File: config.mk
export PLATFORM = sky130hd
export DESIGN_NAME = buffer_pool_frame_replacement
export DESIGN_NICKNAME = d
export VERILOG_FILES = /design/src/rtl/core/bpfr_pkg.sv /design/src/rtl/core/bpfr_ram.sv /design/src/rtl/core/buffer_pool_frame_replacement.sv
export SDC_FILE = /design/constraint.sdc
export NUM_CORES = 2
export LEC_CHECK = 0
export ABC_AREA = 1
export BUFFER_PORTS_ARGS = -buffer_cell sky130_fd_sc_hd__buf_2
export CORE_ASPECT_RATIO = 1.2
export CORE_MARGIN = 4
export CORE_UTILIZATION = 34
export CTS_BUF_LIST = sky130_fd_sc_hd__clkbuf_8 sky130_fd_sc_hd__clkbuf_16
export CTS_CLUSTER_DIAMETER = 80
export DETAILED_ROUTE_END_ITERATION = 8
export PLACE_DENSITY = 0.46
export RECOVER_POWER = 100
export SYNTH_ARGS = -nofsm -noshare
export SYNTH_HDL_FRONTEND = slang
export SYNTH_HIERARCHICAL = 1
export SYNTH_SLANG_ARGS = --single-unit
File: constraint.sdc
create_clock -name clk -period 12.75 [get_ports clk]
set_input_delay 1.275 -clock clk [delete_from_list [all_inputs] [get_ports clk]]
set_output_delay 1.275 -clock clk [all_outputs]
set_load 0.01 [all_outputs]
File: src/rtl/core/bpfr_pkg.sv
// ----------------------------------------------------------------------------
// bpfr_pkg
// Shared codes and widths for the buffer pool frame table.
// ----------------------------------------------------------------------------
package bpfr_pkg;

  localparam int PAGE_W  = 31;
  localparam int COUNT_W = 32;
  localparam int FIDX_W  = 4;
  localparam int CFG_W   = 5;
  localparam int NMAX_W  = 5;

  localparam logic [2:0] MODE_PIN   = 3'd0;
  localparam logic [2:0] MODE_UNPIN = 3'd1;
  localparam logic [2:0] MODE_DIRTY = 3'd2;
  localparam logic [2:0] MODE_FORCE = 3'd3;
  localparam logic [2:0] MODE_FLUSH = 3'd4;

  localparam logic [1:0] ST_OK       = 2'd0;
  localparam logic [1:0] ST_NOT_RES  = 2'd1;
  localparam logic [1:0] ST_ALL_PIN  = 2'd2;

  localparam logic [1:0] POL_FIFO  = 2'd0;
  localparam logic [1:0] POL_LRU   = 2'd1;
  localparam logic [1:0] POL_CLOCK = 2'd2;

  localparam logic REG_POLICY = 1'b0;
  localparam logic REG_FRAMES = 1'b1;

endpackage

File: src/rtl/core/bpfr_ram.sv
// ----------------------------------------------------------------------------
// bpfr_ram
// Generic single write port RAM with registered read.
// ----------------------------------------------------------------------------
module bpfr_ram #(
  parameter int WIDTH = 8,
  parameter int DEPTH = 16
) (
  input  logic                                  clk,
  input  logic                                  we,
  input  logic [(DEPTH > 1 ? $clog2(DEPTH) : 1)-1:0] waddr,
  input  logic [WIDTH-1:0]                      wdata,
  input  logic [(DEPTH > 1 ? $clog2(DEPTH) : 1)-1:0] raddr,
  output logic [WIDTH-1:0]                      rdata
);

  logic [WIDTH-1:0] mem [DEPTH];

  always_ff @(posedge clk) begin
    if (we) begin
      mem[waddr] <= wdata;
    end
    rdata <= mem[raddr];
  end

endmodule

File: src/rtl/core/buffer_pool_frame_replacement.sv
// ----------------------------------------------------------------------------
// buffer_pool_frame_replacement
// Frame table of a page buffer pool with FIFO, LRU and CLOCK replacement.
// ----------------------------------------------------------------------------
// channel  | handshake           | payload
// cfg      | cfg_we              | cfg_index, cfg_data
// request  | in_valid, in_ready  | mode, page_number
// result   | out_valid, out_ready| status .. last
//
// one transaction at a time; the frame entries sit in one RAM read one entry
// at a time (address, then data), so a lookup walks the active frames,
// a CLOCK miss adds a second chance sweep, flush all adds one result per write-back.
// reset clears valid bits, pointers and counters at once; no clearing pass.
// a stalled result holds the sequencer until the result register empties.
module buffer_pool_frame_replacement
  import bpfr_pkg::*;
#(
  parameter int FRAMES   = 16,
  parameter int PIN_BITS = 8
) (
  input  logic                 clk,
  input  logic                 rst,
  input  logic                 cfg_we,
  input  logic                 cfg_index,
  input  logic [CFG_W-1:0]     cfg_data,
  input  logic                 in_valid,
  output logic                 in_ready,
  input  logic [2:0]           mode,
  input  logic [PAGE_W-1:0]    page_number,
  output logic                 out_valid,
  input  logic                 out_ready,
  output logic [1:0]           status,
  output logic [FIDX_W-1:0]    frame_index,
  output logic                 hit,
  output logic                 read_valid,
  output logic                 writeback_valid,
  output logic [PAGE_W-1:0]    writeback_page,
  output logic [COUNT_W-1:0]   write_count,
  output logic [COUNT_W-1:0]   read_count,
  output logic                 last
);

  localparam int IW    = FRAMES > 1 ? $clog2(FRAMES) : 1;
  localparam int LIMIT = FRAMES < 16 ? FRAMES : 16;
  localparam int EW    = PAGE_W + 1 + PIN_BITS + COUNT_W + 1;
  localparam int P_LO  = COUNT_W + 1;
  localparam int D_BIT = PIN_BITS + COUNT_W + 1;
  localparam logic [PIN_BITS-1:0] PIN_MAX = '1;

  typedef enum logic [3:0] {
    S_IDLE, S_NORM, S_RD, S_EV, S_DEC, S_CLK_RD, S_CLK_EV,
    S_VIC_RD, S_VIC_EV, S_FILL, S_FL_END, S_OUT
  } state_t;

  state_t state, ret;

  logic [1:0]          policy;
  logic [CFG_W-1:0]    fiu;
  logic [FRAMES-1:0]   vbits;
  logic [COUNT_W-1:0]  access_counter, writes_done, reads_done;
  logic [FIDX_W-1:0]   fifo_pointer, clock_hand, fifo_s, clock_s, ptr, victim;
  logic [2:0]          mode_q;
  logic [PAGE_W-1:0]   page_q;
  logic [NMAX_W-1:0]   n_q, n_in;

  logic                empty_found, lru_found, fhi_found, flo_found;
  logic [FIDX_W-1:0]   empty_idx, lru_idx, fhi_idx, flo_idx;
  logic [COUNT_W-1:0]  lru_stamp;

  logic                fill_wb;
  logic [PAGE_W-1:0]   fill_wb_page;

  logic                held_valid;
  logic [FIDX_W-1:0]   held_frame;
  logic [PAGE_W-1:0]   held_page;
  logic [COUNT_W-1:0]  held_wc;

  logic [1:0]          res_status;
  logic [FIDX_W-1:0]   res_frame;
  logic                res_hit, res_rd, res_wb, res_last;
  logic [PAGE_W-1:0]   res_wb_page;
  logic [COUNT_W-1:0]  res_wc, res_rc;

  logic                ram_we;
  logic [IW-1:0]       ram_waddr, ram_raddr;
  logic [EW-1:0]       ram_wdata, ram_rdata;

  logic [PAGE_W-1:0]   e_page;
  logic                e_dirty, e_ref, e_valid, e_match, e_free, at_end;
  logic [PIN_BITS-1:0] e_pin;
  logic [COUNT_W-1:0]  e_stamp;
  logic [FIDX_W-1:0]   ptr_inc;

  assign e_page  = ram_rdata[EW-1:D_BIT+1];
  assign e_dirty = ram_rdata[D_BIT];
  assign e_pin   = ram_rdata[D_BIT-1:P_LO];
  assign e_stamp = ram_rdata[COUNT_W:1];
  assign e_ref   = ram_rdata[0];
  assign e_valid = vbits[IW'(ptr)];
  assign e_match = e_valid && (e_page == page_q);
  assign e_free  = (e_pin == '0);
  assign at_end  = ({1'b0, ptr} == n_q - NMAX_W'(1));

  function automatic logic [FIDX_W-1:0] wrap_inc(input logic [FIDX_W-1:0] x,
                                                 input logic [NMAX_W-1:0] n);
    logic [FIDX_W-1:0] r;
    r = ({1'b0, x} == n - NMAX_W'(1)) ? '0 : x + FIDX_W'(1);
    return r;
  endfunction

  assign ptr_inc = wrap_inc(ptr, n_q);

  // clamp the active frame count
  always_comb begin
    n_in = fiu;
    if (fiu == '0) begin
      n_in = NMAX_W'(1);
    end else if (fiu > NMAX_W'(LIMIT)) begin
      n_in = NMAX_W'(LIMIT);
    end
  end

  assign ram_raddr = (state == S_VIC_RD) ? IW'(victim) : IW'(ptr);

  // read-modify-write of the entry under the scan pointer, and the fill of the victim entry
  always_comb begin
    ram_we    = 1'b0;
    ram_waddr = IW'(ptr);
    ram_wdata = ram_rdata;
    case (state)
      S_EV: begin
        if (mode_q == MODE_FLUSH) begin
          if (e_valid && e_dirty && e_free) begin
            ram_we           = 1'b1;
            ram_wdata[D_BIT] = 1'b0;
          end
        end else if (e_match) begin
          ram_we = 1'b1;
          case (mode_q)
            MODE_PIN: begin
              if (e_pin != PIN_MAX) begin
                ram_wdata[D_BIT-1:P_LO] = e_pin + PIN_BITS'(1);
              end
              ram_wdata[COUNT_W:1] = access_counter + COUNT_W'(1);
              ram_wdata[0]         = 1'b1;
            end
            MODE_UNPIN: begin
              if (!e_free) begin
                ram_wdata[D_BIT-1:P_LO] = e_pin - PIN_BITS'(1);
              end
            end
            MODE_DIRTY: ram_wdata[D_BIT] = 1'b1;
            default:    ram_wdata[D_BIT] = 1'b0;
          endcase
        end
      end
      S_CLK_EV: begin
        if (e_free && e_ref) begin
          ram_we       = 1'b1;
          ram_wdata[0] = 1'b0;
        end
      end
      S_FILL: begin
        ram_we    = 1'b1;
        ram_waddr = IW'(victim);
        ram_wdata = {page_q, 1'b0, PIN_BITS'(1), access_counter + COUNT_W'(1), 1'b1};
      end
      default: ram_we = 1'b0;
    endcase
  end

  bpfr_ram #(
    .WIDTH (EW),
    .DEPTH (FRAMES)
  ) u_table (
    .clk   (clk),
    .we    (ram_we),
    .waddr (ram_waddr),
    .wdata (ram_wdata),
    .raddr (ram_raddr),
    .rdata (ram_rdata)
  );

  assign in_ready = (state == S_IDLE);

  always_ff @(posedge clk) begin
    if (rst) begin
      state          <= S_IDLE;
      ret            <= S_IDLE;
      policy         <= POL_FIFO;
      fiu            <= CFG_W'(16);
      vbits          <= '0;
      access_counter <= '0;
      writes_done    <= '0;
      reads_done     <= '0;
      fifo_pointer   <= '0;
      clock_hand     <= '0;
      out_valid      <= 1'b0;
      held_valid     <= 1'b0;
    end else begin
      if (cfg_we) begin
        case (cfg_index)
          REG_POLICY: policy <= cfg_data[1:0];
          default:    fiu    <= cfg_data;
        endcase
      end
      // the result state loads the register itself
      if (out_ready && (state != S_OUT)) begin
        out_valid <= 1'b0;
      end
      case (state)
        S_IDLE: begin
          if (in_valid) begin
            mode_q      <= mode;
            page_q      <= page_number;
            n_q         <= n_in;
            ptr         <= '0;
            fifo_s      <= fifo_pointer;
            clock_s     <= clock_hand;
            empty_found <= 1'b0;
            lru_found   <= 1'b0;
            fhi_found   <= 1'b0;
            flo_found   <= 1'b0;
            held_valid  <= 1'b0;
            res_status  <= ST_OK;
            res_frame   <= '0;
            res_hit     <= 1'b0;
            res_rd      <= 1'b0;
            res_wb      <= 1'b0;
            res_wb_page <= '0;
            res_wc      <= writes_done;
            res_rc      <= reads_done;
            res_last    <= 1'b1;
            ret         <= S_IDLE;
            state       <= (mode > MODE_FLUSH) ? S_OUT : S_NORM;
          end
        end
        // bring both scan starts below the active count
        S_NORM: begin
          if ({1'b0, fifo_s} >= n_q) begin
            fifo_s <= fifo_s - n_q[FIDX_W-1:0];
          end
          if ({1'b0, clock_s} >= n_q) begin
            clock_s <= clock_s - n_q[FIDX_W-1:0];
          end
          if (({1'b0, fifo_s} < n_q) && ({1'b0, clock_s} < n_q)) begin
            state <= S_RD;
          end
        end
        S_RD: state <= S_EV;
        S_EV: begin
          if (mode_q == MODE_FLUSH) begin
            if (e_valid && e_dirty && e_free) begin
              writes_done <= writes_done + COUNT_W'(1);
              held_valid  <= 1'b1;
              held_frame  <= ptr;
              held_page   <= e_page;
              held_wc     <= writes_done + COUNT_W'(1);
              if (held_valid) begin
                res_frame   <= held_frame;
                res_wb      <= 1'b1;
                res_wb_page <= held_page;
                res_wc      <= held_wc;
                res_last    <= 1'b0;
                ret         <= at_end ? S_FL_END : S_RD;
                state       <= S_OUT;
              end else begin
                state <= at_end ? S_FL_END : S_RD;
              end
            end else begin
              state <= at_end ? S_FL_END : S_RD;
            end
            ptr <= ptr_inc;
          end else if (e_match) begin
            res_frame <= ptr;
            state     <= S_OUT;
            if (mode_q == MODE_PIN) begin
              access_counter <= access_counter + COUNT_W'(1);
              res_hit        <= 1'b1;
            end else if (mode_q == MODE_FORCE) begin
              writes_done <= writes_done + COUNT_W'(1);
              res_wc      <= writes_done + COUNT_W'(1);
              res_wb      <= 1'b1;
              res_wb_page <= e_page;
            end
          end else begin
            if (!e_valid && !empty_found) begin
              empty_found <= 1'b1;
              empty_idx   <= ptr;
            end
            if (e_free) begin
              if (!lru_found || (e_stamp < lru_stamp)) begin
                lru_found <= 1'b1;
                lru_idx   <= ptr;
                lru_stamp <= e_stamp;
              end
              if (!fhi_found && (ptr >= fifo_s)) begin
                fhi_found <= 1'b1;
                fhi_idx   <= ptr;
              end
              if (!flo_found) begin
                flo_found <= 1'b1;
                flo_idx   <= ptr;
              end
            end
            ptr <= ptr_inc;
            if (!at_end) begin
              state <= S_RD;
            end else if (mode_q == MODE_PIN) begin
              state <= S_DEC;
            end else begin
              res_status <= ST_NOT_RES;
              state      <= S_OUT;
            end
          end
        end
        S_DEC: begin
          fill_wb      <= 1'b0;
          fill_wb_page <= '0;
          if (empty_found) begin
            victim <= empty_idx;
            state  <= S_FILL;
          end else if (!flo_found) begin
            res_status <= ST_ALL_PIN;
            state      <= S_OUT;
          end else if (policy == POL_LRU) begin
            victim <= lru_idx;
            state  <= S_VIC_RD;
          end else if (policy == POL_CLOCK) begin
            ptr   <= clock_s;
            state <= S_CLK_RD;
          end else begin
            victim       <= fhi_found ? fhi_idx : flo_idx;
            fifo_pointer <= wrap_inc(fhi_found ? fhi_idx : flo_idx, n_q);
            state        <= S_VIC_RD;
          end
        end
        S_CLK_RD: state <= S_CLK_EV;
        // second chance sweep; an unpinned frame exists so it ends
        S_CLK_EV: begin
          if (e_free && !e_ref) begin
            victim     <= ptr;
            clock_hand <= ptr_inc;
            state      <= S_VIC_RD;
          end else begin
            ptr   <= ptr_inc;
            state <= S_CLK_RD;
          end
        end
        S_VIC_RD: state <= S_VIC_EV;
        S_VIC_EV: begin
          fill_wb      <= ram_rdata[D_BIT];
          fill_wb_page <= ram_rdata[D_BIT] ? ram_rdata[EW-1:D_BIT+1] : '0;
          state        <= S_FILL;
        end
        S_FILL: begin
          vbits[IW'(victim)] <= 1'b1;
          access_counter     <= access_counter + COUNT_W'(1);
          reads_done         <= reads_done + COUNT_W'(1);
          writes_done        <= writes_done + COUNT_W'(fill_wb);
          res_frame          <= victim;
          res_rd             <= 1'b1;
          res_wb             <= fill_wb;
          res_wb_page        <= fill_wb_page;
          res_wc             <= writes_done + COUNT_W'(fill_wb);
          res_rc             <= reads_done + COUNT_W'(1);
          state              <= S_OUT;
        end
        S_FL_END: begin
          res_last <= 1'b1;
          res_rc   <= reads_done;
          if (held_valid) begin
            res_frame   <= held_frame;
            res_wb      <= 1'b1;
            res_wb_page <= held_page;
            res_wc      <= held_wc;
          end else begin
            res_frame   <= '0;
            res_wb      <= 1'b0;
            res_wb_page <= '0;
            res_wc      <= writes_done;
          end
          ret   <= S_IDLE;
          state <= S_OUT;
        end
        S_OUT: begin
          if (!out_valid || out_ready) begin
            out_valid       <= 1'b1;
            status          <= res_status;
            frame_index     <= res_frame;
            hit             <= res_hit;
            read_valid      <= res_rd;
            writeback_valid <= res_wb;
            writeback_page  <= res_wb_page;
            write_count     <= res_wc;
            read_count      <= res_rc;
            last            <= res_last;
            state           <= ret;
          end
        end
        default: state <= S_IDLE;
      endcase
    end
  end

  a_accept_busy: assert property (@(posedge clk) disable iff (rst)
    in_valid && in_ready |=> !in_ready)
    else $error("request taken while busy");

  a_hit_no_read: assert property (@(posedge clk) disable iff (rst)
    out_valid && hit |-> !read_valid && status == ST_OK)
    else $error("hit result asks for a read");

  a_read_ok: assert property (@(posedge clk) disable iff (rst)
    out_valid && read_valid |-> status == ST_OK)
    else $error("read on a failed request");

  a_wb_page_zero: assert property (@(posedge clk) disable iff (rst)
    out_valid && !writeback_valid |-> writeback_page == '0)
    else $error("stray write-back page");

endmodule

==> impl_metrics.csv <==
group,metric,value,unit
run_status,status,"finished, violations left",
run_status,violations,"capacitance limit, slew limit",
setup_path,setup.worst_path.start_class,"flip-flop",
clocking,cts_root_buf,"clkbuf_16",
sta,finalCriticalPeriod,8.51,ns
logic_synthesis,synth_area,78600,sq um
power,peakVddDrop,0.117,mV
setup_path,path_buf_inv,3,
cells_and_area,fill_cells,22800,
logic_synthesis,yosysWarnings,6,
setup_path,path_max_fanout,59,
clocking,clock_path_buffers,4,
sta,hold_ws,0.415,ns
cells_and_area,fin_util,38.1,%
placed_design,dp_cells,10700,
sta,worst_slew_pin_slew,3.90,ns
setup_path,critPathTopFamily,"buffers and inverters",
setup_path,cpPeakStageDelay,2.70,ns
cells_and_area,regArea,51700,sq um
placed_design,place_hpwl,133,mm
clocking,clock_latency,0.86,ns
placed_design,port_buffers,151,
die,die_x,447,microns
power,p_leak,35.4,nW
power,powerDensity,198,nW/um^2
logic_synthesis,async_flop_share,0,%
die,rows,193,
clocking,holdBufCountCts,0,
logic_synthesis,synth_top_family_by_area,"simple AND/OR/NAND/NOR gates",
placed_design,gp_congestion,0.858,
route,dr.first_iter.drc_count,3683,
die,start_util,34.1,%
die,die_area,239000,sq um
min_path,hold_path.class,"flip-flop to flip-flop",
cells_and_area,design_area,87700,sq um
global_routing,grt_use_total,18.7,%
route,viasPerCell,4.81,
sta,tns,0,ns
cells_and_area,fin_nets,7972,
sta,max_freq,0.118,GHz
logic_synthesis,synth_compound_area_share,3.36,%
cells_and_area,drive_gt1_share,4.71,%
sta,finalSetupViolations,0,
global_routing,grt_max_degree,197,
logic_synthesis,ys.flop_type,"edfxtp_1",
logic_synthesis,synthCells,7744,
cells_and_area,finalNonFillerCells,11100,
setup_path,crit_required,13.11,ns
logic_synthesis,synth_nets,7849,
global_routing,grt_pass1_vias,51900,
global_routing,grt_overflow_total,0,
clocking,postCtsSetupBuffers,0,
logic_synthesis,muxShareOfSynthArea,0,%
logic_synthesis,yosys.area_share.simple,20.2,%
logic_synthesis,yosys.cell_types.count,55,
min_path,hold_path_end,"writeback_page[14]",
route,routed_wl,228,mm
setup_path,path_cells,"inv_1 -> nor2_1 -> nand2_1 -> inv_6 -> o21ai_0 -> nor2_1 -> nand2_1 -> nor2_1 -> clkbuf_1",
logic_synthesis,synth_edf_count,1584,
sta,rsz0062_at_grt,"false",
sta,fin_skew,0.0587,ns
cells_and_area,syn_to_final_growth,11.6,%
placed_design,placed_cell_area,82400,sq um
setup_path,cp_slowest_cell,"clkbuf_1",
global_routing,grt_pass1_wl,341,mm
global_routing,antenna_found_initial,10,
route,wl_per_cell,20.7,microns
clocking,clkSlewWorstSetupHoldPaths,0.06,ns
sta,final.period_utilization,66.7,%
setup_path,r2r-start,"state[3]",
logic_synthesis,seq_area_frac_synth,65.8,%
flow_run,cap_violations,52,
die,io_pins,152,
logic_synthesis,avgSynthCellArea,10.2,sq um
clocking,post_cts_resized,0,
die,core,230000,sq um
route,route.detailed.drc,0,
setup_path,worst_path_most_repeated_cell,"nor2_1",
min_path,min_path_cells,0,
route,antenna_left,0,
clocking,cts_inserted_buffers,194,
route,dr.pass1.iters,6,
logic_synthesis,synth_seq_cells,1792,
min_path,worstHoldStart,"res_wb_page[14]",
setup_path,critPathCaptureType,"flip-flop",
logic_synthesis,synth-xor-area-share,1.14,%
cells_and_area,multi_input_area,20200,sq um
logic_synthesis,synthAdderAreaFrac,0.974,%
route,vias,53200,
sta,maxSlewViolCount,1751,
clocking,htree_num_levels,4,
setup_path,critPathKind,"flip-flop to flip-flop",
clocking,cts_tree,"done",
sta,relSlewSlack,-160,%
setup_path,r2r_slack,4.24,ns
setup_path,arrival,8.87,ns
die,die_y,535,microns
sta,timing_hold_violations_final,0,
setup_path,worstReg2RegEnd,"u_table/mem[0][20]",
setup_path,reg2regPathDepth,9,
clocking,clock-sinks,1792,
worst max path at each step:
| stage | startpoint | endpoint | slack, ns | cells after the start |
|---|---|---|---|---|
| 6_report | state[3] | u_table/mem[0][20] | 4.24 | 9 |
| 2_1_floorplan | rst | frame_index[0] | 3.23 | 3 |
| 4_1_cts | page_q[15] | u_table/mem[13][18] | 7.48 | 12 |
| 3_5_place_dp | page_q[15] | u_table/mem[9][51] | 7.52 | 12 |
| 3_3_place_gp | page_q[15] | u_table/mem[9][55] | 7.52 | 12 |
| 5_1_grt | state[3] | u_table/mem[1][32] | 3.76 | 9 |
layer usage:
layer / routed length, microns / part of all wire, % / global-route usage, %
met2: 111000 / 48 / 32.1
met1: 101000 / 44 / 25.0
met3: 11000 / 4.8 / 2.34
met4: 5410 / 2.4 / 5.09
met5: 41 / 0.018 / 0
power breakdown:
group / leakage (nW) / internal (mW) / switching (mW)
logic: 16.1 / 0.949 / 3.10
registers: 16.1 / 7.62 / 0.346
clock network: 3.17 / 3.06 / 2.33
total: 35.4 / 11.6 / 5.78
state kept, by name (all words and copies together), names as in the netlist, 5 cells and up:
register        flops
writeback_page     31
res_wc             32
access_counter     32
u_table/rdata      73
fill_wb_page       31
held_wc            32
writes_done        32
page_q             31
fiu                 5
vbits              16
res_wb_page        31
lru_stamp          32
res_rc             32
held_page          31
reads_done         32
n_q                 5
u_table/mem      1168
read_count         32
write_count        32
layout make-up:
class	count	share of cell area, %
sequential	1792	59.0
multi-input combinational	4344	23.0
clock buffer	206	5.75
inverter	1263	5.45
tap	3022	4.31
timing repair buffer	272	1.41
clock inverter	144	1.12
antenna	8	0.0228
cells in the final DEF (no fill, tap or decap), drive strengths merged, types with 6 or more instances in the layout:
cell type / n
nand2: 2252
edfxtp: 1584
inv: 1317
nand3: 1013
clkbuf: 409
nor2: 290
dfxtp: 208
o21ai: 158
a21oi: 155
clkinv: 76
buf: 69
xor2: 67
nand4: 65
ha: 58
o211ai: 50
nor3: 49
xnor2: 35
nand3b: 33
o22ai: 30
o2111ai: 25
or2: 13
bufinv: 11
diode: 8
a221oi: 8
nor4: 6
o21a: 6
cell families (layout without fill, tap and decap cells):
kind of cell | after synthesis | count (layout)
other | 0 | 8
and+or+nand+nor | 3728 | 3728
xor gates and xnor gates | 102 | 102
adders and majority gates | 60 | 60
DFF | 1792 | 1792
AOI/OAI and AO/OA | 454 | 454
buffers and inverters | 1608 | 1885
synth_stat cells (all sizes together), types with 2 or more instances:
cell type	n	area share, %
a22oi	4	0.038
nor2	290	1.5
a22o	2	0.022
inv	1261	6.0
nand2	2252	11
fa	2	0.051
xnor2	35	0.39
nand4	65	0.52
o221ai	3	0.033
a21boi	2	0.019
a21oi	155	1.0
clkinv	2	0.0095
nor3	49	0.33
xor2	67	0.75
nor4	6	0.048
o2111ai	25	0.28
o21a	6	0.057
nand3	1013	6.5
a32oi	4	0.045
clkbuf	77	0.37
ha	58	0.92
o22ai	30	0.24
dfxtp	208	5.3
edfxtp	1584	60
a221oi	8	0.089
o21ai	158	1.0
nand3b	33	0.32
o211ai	50	0.48
or2	13	0.10
and2	4	0.032
buf	268	2.2
a31oi	4	0.032
stage by stage:
| stage | power, mW | setup WS [ns] |
|---|---|---|
| final | 17.4 | 4.24 |
| after global placement | 12.2 | 7.52 |
| after detailed placement | 12.3 | 7.52 |
| after floorplan | 10.5 | 3.23 |
| after CTS | 17.7 | 7.48 |
| after global routing | 18.3 | 3.76 |
(Power assumes the default switching activity.)
